[config.mk]
export PLATFORM = sky130hd
export DESIGN_NAME = bpc_div_cell
export DESIGN_NICKNAME = d
export VERILOG_FILES = /design/src/rtl/bpc_pkg.sv /design/src/rtl/bpc_div_cell.sv
export SDC_FILE = /design/constraint.sdc
export NUM_CORES = 1
export LEC_CHECK = 0
export BUFFER_PORTS_ARGS = -buffer_cell sky130_fd_sc_hd__buf_2
export CAP_MARGIN = 0
export CORE_ASPECT_RATIO = 1.4
export CORE_MARGIN = 2
export CORE_UTILIZATION = 41
export CTS_BUF_LIST = sky130_fd_sc_hd__clkbuf_4 sky130_fd_sc_hd__clkbuf_8
export CTS_CLUSTER_DIAMETER = 50
export DETAILED_ROUTE_END_ITERATION = 12
export PLACE_DENSITY = 0.89
export SYNTH_ARGS = -nofsm -noshare
export SYNTH_HDL_FRONTEND = slang
export SYNTH_SLANG_ARGS = --single-unit
[constraint.sdc]
create_clock -name clk -period 2.56 [get_ports clk]
set_clock_uncertainty 0.15 [all_clocks]
set_input_delay 0.128 -clock clk [delete_from_list [all_inputs] [get_ports clk]]
set_output_delay 0.128 -clock clk [all_outputs]
set_load 0.03 [all_outputs]
[src/rtl/bpc_pkg.sv]
// Shared types and constants for the barometric pressure compensation block.
// Used by bpc_div_cell, baro_pressure_compensation and the testbench.
`default_nettype none

package bpc_pkg;

  // One divider cell per quotient bit
  localparam int DIV_CELLS = 64;
  // Registers from the accept edge to the result register:
  // 8 front stages, the divider row, 1 sign fix, 2 x 2 multiply, 1 output
  localparam int LATENCY   = DIV_CELLS + 14;
  // Divisor magnitude is at most 2^30
  localparam int REM_W     = 31;

  localparam logic [20:0]        RAW_FULL_SCALE = 21'd1048576;
  localparam logic signed [20:0] TEMP_OFFSET    = 21'sd128000;
  localparam logic [11:0]        SCALE_MUL      = 12'd3125;

  // Configuration register indexes
  typedef enum logic [2:0] {
    REG_P1    = 3'd0,
    REG_P2    = 3'd1,
    REG_P3    = 3'd2,
    REG_P4    = 3'd3,
    REG_P5    = 3'd4,
    REG_P6    = 3'd5,
    REG_P7    = 3'd6,
    REG_P8_P9 = 3'd7
  } cfg_reg_t;

  typedef struct packed {
    logic [19:0]        raw_pressure;
    logic signed [19:0] fine_temperature;
  } in_word_t;

  typedef struct packed {
    logic [31:0] pressure_q24_8;
    logic        invalid;
  } out_word_t;

  // Word passed from one divider cell to the next
  typedef struct packed {
    logic [REM_W-1:0] rem;     // partial remainder
    logic [63:0]      dq;      // dividend bits left, quotient bits shifted in
    logic [REM_W-1:0] dmag;    // divisor magnitude
    logic             neg;     // quotient sign
    logic             invalid; // divisor was zero
  } div_cell_t;

endpackage

`default_nettype wire

[src/rtl/bpc_div_cell.sv]
// One restoring-division cell: decides one quotient bit and passes the word on.
// Depends on bpc_pkg.
`default_nettype none

module bpc_div_cell (
  input  wire logic               clk,
  input  wire logic               rst_n,
  input  wire logic               in_valid,
  input  wire bpc_pkg::div_cell_t in_cell,
  output logic                    out_valid,
  output bpc_pkg::div_cell_t      out_cell
);
  import bpc_pkg::*;

  logic [REM_W:0]   shifted;
  logic [REM_W+1:0] diff;
  logic             borrow;
  div_cell_t        cell_nxt, cell_r;
  logic             valid_r;

  // trial subtract of the divisor from the shifted remainder
  always_comb begin
    shifted  = {in_cell.rem, in_cell.dq[63]};
    diff     = {1'b0, shifted} - {2'b0, in_cell.dmag};
    borrow   = diff[REM_W+1];
    cell_nxt = in_cell;
    cell_nxt.rem = borrow ? shifted[REM_W-1:0] : diff[REM_W-1:0];
    cell_nxt.dq  = {in_cell.dq[62:0], ~borrow};
  end

  always_ff @(posedge clk) begin
    if (!rst_n) begin
      valid_r <= 1'b0;
    end else begin
      valid_r <= in_valid;
    end
  end

  always_ff @(posedge clk) begin
    cell_r <= cell_nxt;
  end

  assign out_valid = valid_r;
  assign out_cell  = cell_r;

endmodule

`default_nettype wire

# Yosys cells after proc, flatten, opt, wreduce, memory -nomap -nowiden
# Index checks and enable logic that the tools add are counted.
# totals
regBits	129
# classes
muxes	1
add_sub_neg	1
n_bitwise	1
# op_table
operator	n
$sub A32 B31 Y33	1
$mux W31	1
$not A1 Y1	1

# Logic depth before layout (Yosys ltp)
# depth
word_depth	2
mapped_depth	12
depth_no_buf	11

# Worst setup path before layout
# Ideal clock, no wire load.
# synth_timing
path_kind	input port to flip-flop
startpoint	input port in_cell[96] (netlist bit)
endpoint	register cell_r, in the netlist out_cell[101]
path_stages	11
setup_time_ns	0.121
path_slack_ns	-0.227
arrival_ns	2.516
path_cell_list	inv_1 ha_1 fa_1 nand2b_1 a21oi_2 o2111ai_1 a21o_1 a211o_1 a31oi_4 buf_2 mux2_2
# synth_rtl
element	line	source
start, declared	bpc_div_cell.sv:9	input wire bpc_pkg::div_cell_t in_cell,
end signal, assigned	bpc_div_cell.sv:40	cell_r <= cell_nxt;
end, declared	bpc_div_cell.sv:18	div_cell_t cell_nxt, cell_r;

==> reports/summary.md <==
For the pin with the worst max-slew slack, the measured transition is 0.390 ns. The worst setup path is captured at a flop. The netlist uses 49 different library cells. The cell sitting at the root of the clock tree is a sky130_fd_sc_hd__clkbuf_8.

The total buffers and inverters traversed by the critical path is 3, and the final critical path time including I/O delays and setup is 2.51 ns. The number of slew-limit violations in the final report was 0; the longest individual stage delay on the worst path was 0.53 ns. DRC violation total after the first TritonRoute iteration: 146. TritonCTS built the clock tree.

The number of register bits inferred by synthesis came out at 129. Detailed routing placed a total of 9250 µm of wire on met2. The signal on the critical path passes through dlygate4sd3_1, buf_2, inv_1, ha_4, and3_4, and3_4, nand3_2, a211o_1, a31oi_4, or4b_4, o211a_1. The fraction of power spent switching nets was 33.7%. From synthesis to final layout, the design area changed by 82.8%. Measured along the y axis, the die boundary spans 129 µm. The die covers 12100 µm². Global routing finished with a remaining overflow of 0. In the routed design, unresolved DRC markers number 0. Count of vias placed by the detailed router: 5049. The tool flagged a number of max-cap violations equal to 0. The first global-routing pass estimated 26100 µm of wire. By area the synthesized netlist is led by sky130_fd_sc_hd__dfxtp_1 56%, sky130_fd_sc_hd__ha_1 8.5%, sky130_fd_sc_hd__a21oi_1 3.9%. In this design, the largest share of critical-path delay is due to simple AND/OR/NAND/NOR gates. Number of buffer cells added on primary ports: 259.

The synthesized area per cell came out at 10.8 µm². Proportion of synthesized flip-flops having asynchronous set or reset: 0%. The number of flops mapped to enable cells by yosys is 0, and the yosys synthesis warning count is 0.

In this run the worst setup path terminates at out_cell[127]. The most used flip-flop cell after synthesis is sky130_fd_sc_hd__dfxtp_1. The tools report the initial antenna violation count as 2.

The power density of the placed cells was 668 nW/µm²; the area share of the largest cell type after synthesis was 56.3%. After detailed routing, the total wire length is 17400 µm. The ratio of cells with drive above 1 in the final layout works out to 43.6%. The number of nets with antenna violations after routing is 0. The floorplan has 45 rows. Counting every sink on the clock net gives 129.

For the number of global-route vias before repair, the log shows 5385. The HPWL after detailed placement is 11400 µm. Leakage power: 4.22 nW. For the synthesized netlist net count, the log shows 587.

Summed over all nets, the switching power comes to 1.88 mW. In this run the worst path has a maximum fanout of 3. The tools report the launch point of the critical path as in_cell[25].

Worst endpoint required time: 2.74 ns. The logs give 3.71 mW for the total internal power and 5960 µm for the routed length on met1. The commonest non-fill, non-tap cell in the layout was sky130_fd_sc_hd__buf_2. The core region is 10900 µm². In this run the cell area measured after placement is 6580 µm². The min-delay analysis places its worst path in the category in -> reg.

STA puts the critical path data arrival time at 2.69 ns. The total power consumption of the routed design is 5.60 mW, and the sequential cell area fraction in the yosys report is 56.3%. Maximum clock path buffer count: 2. The synthesized design spends more area on one cell type than any other, namely sky130_fd_sc_hd__dfxtp_1.

The flow ran to the end, and the final reports show no timing, DRC or antenna violations. Setup violations remaining at the end of the flow were counted as 0. Combinational logic is responsible for 29.1% of the overall power. In this design, the critical path's most frequently occurring cell is sky130_fd_sc_hd__and3_4.

The summed instance area of the synthesized netlist was 4590 µm²; the post-synthesis cell count was 424. The final critical path takes up 98.0% of the cycle. The die is 93.4 µm wide.

In this run the count of I/O pins placed on the die edge is 260. The tools report the type of origin of the critical path as an input port. The clock share of power came out at 30.7%. Uppermost layer routed: met4. For this run, the top clock speed supported by timing is 399 MHz.

Power share of the sequential group: 40.2%. The worst vdd rail ir drop was 0.000361 V. For this run, the post-layout net count is 1054. The worst setup path is of the in -> reg kind. In the global route stage, overall resource usage came out at 28.0%. Clock-pin slew was measured on the worst setup and hold paths at 0.08 ns. For the number of CTS-inserted buffers, the log shows 17.

The critical path crosses 11 cells after its start point. The first detailed-routing pass took 4 iterations. The finished cells cover 8380 µm². Detailed routing placed a total of 1520 µm of wire on met3.

The library cells used most frequently in the layout, excluding fill and tap cells, are 258 x sky130_fd_sc_hd__buf_2, 131 x sky130_fd_sc_hd__dlygate4sd3_1, 129 x sky130_fd_sc_hd__dfxtp_1, 63 x sky130_fd_sc_hd__buf_4. Once the floorplan was initialized, standard cells occupied 42.2% of the core. The number of endpoints with negative hold slack in the final report is 0, and the worst relative slew slack is 73.8%. The slowest stage of the critical path is the sky130_fd_sc_hd__dlygate4sd3_1 cell. The maximum number of pins on one net before global-route repair is 22. Routability-driven placement finished with a final weighted congestion of 0.930. In this run the number of H-tree levels came out at 4.

Dividing the detail-routed wire length by the instance count gives 16.6 µm. The average via count per standard cell came out at 4.82.
[worst min path at each step]
stage	start	to	slack, ns	cells past startpoint
after global placement	in_cell[54]	out_cell[55]	0.08	1
after CTS	in_cell[106]	out_cell[108]	0.1	4
final	in_cell[106]	out_cell[108]	0.13	4
after floorplan	in_cell[0]	out_cell[0]	0.006	0
after detailed placement	in_cell[41]	out_cell[42]	0.08	1
after global routing	in_cell[44]	out_cell[45]	0.15	2
[power by group through the flow]
| stage | clock network (mW) | logic [mW] | registers [mW] |
|---|---|---|---|
| 3_5_place_dp | 0 | 1.40 | 2.29 |
| 5_1_grt | 1.84 | 1.73 | 2.27 |
| 2_1_floorplan | 0 | 0.463 | 2.69 |
| 3_3_place_gp | 0 | 1.37 | 2.29 |
| 6_report | 1.72 | 1.63 | 2.25 |
| 4_1_cts | 1.73 | 1.56 | 2.24 |
[synthesized netlist by cell type, drive strengths merged, types with 2 or more instances]
master   count
nand3        6
nand4        2
nand2b       3
and3         7
a211oi       5
a21o        17
a21oi       37
o21ai       11
o211a        2
dfxtp      129
or2          4
a311oi       2
o211ai       3
a31oi        7
ha          31
nor2        28
inv         36
o21a         6
and2         3
a21boi       2
buf          4
nor3         2
nand2       15
mux2        12
o2111ai      3
nor2b        3
or3          2
xnor2       12
clkbuf       3
xor2        11
[flip-flops by register name, summed over array words and instances (netlist names)]
| name | count |
|---|---|
| out_valid | 1 |
| out_cell | 128 |
[per-stage QoR]
stage | instances | setup TNS [ns] | util (%) | hold WS [ns] | setup WS, ns
floorplan | 424 | -1.95 | - | 0.00572 | -0.147
global placement | 882 | -9.92 | 60.5 | 0.0805 | -0.415
detailed placement | 882 | -11.41 | 60.5 | 0.0817 | -0.466
CTS | 1045 | 0 | 76.1 | 0.0960 | 0.00908
global route | 1046 | -0.0675 | 77.1 | 0.150 | -0.0311
finish | 1048 | 0 | 77.1 | 0.130 | 0.0508
[worst min-delay path: stages]
cell,delay (ns)
sky130_fd_sc_hd__buf_2,0.11
sky130_fd_sc_hd__ha_1,0.24
sky130_fd_sc_hd__nor2_1,0.13
sky130_fd_sc_hd__a211oi_1,0.07
[logic make-up after synthesis]
| family | Yosys count | synth area share [%] |
|---|---|---|
| multiplexers | 12 | 2.95 |
| AO/OA/AOI/OAI | 106 | 15.4 |
| buffers and inverters | 43 | 3.63 |
| flip-flops | 129 | 56.3 |
| adder cells (fa/ha/maj) | 32 | 8.89 |
| XOR/XNOR | 23 | 4.39 |
| AND/OR/NAND/NOR | 79 | 8.38 |
[timing repair]
item | CTS | global route
hold buffers | 131 | 0
resized for setup | 0 | 24
setup buffers | 0 | 0
setup endpoints to repair | 0 | 20
endpoints found under the hold margin | 128 | 0
[area by class of cell]
class / instances / area (µm²)
diodes: 3 / 7.51
clock buffers: 18 / 241
clock inverters: 14 / 144
fillers: 658 / 2480
inverters: 36 / 148
multi-input cells: 252 / 1960
flip-flops and latches: 129 / 2580
well taps: 141 / 176
repair buffers: 455 / 3120
[per-layer routing]
metal  global-route usage, %  up-vias
met3                    10.5       54
met4                    14.9        0
met1                    26.4     2367
li1                        -     2406
met2                    51.7      222
met5                       0        -
No activity file was read; power rests on OpenSTA's default activity.
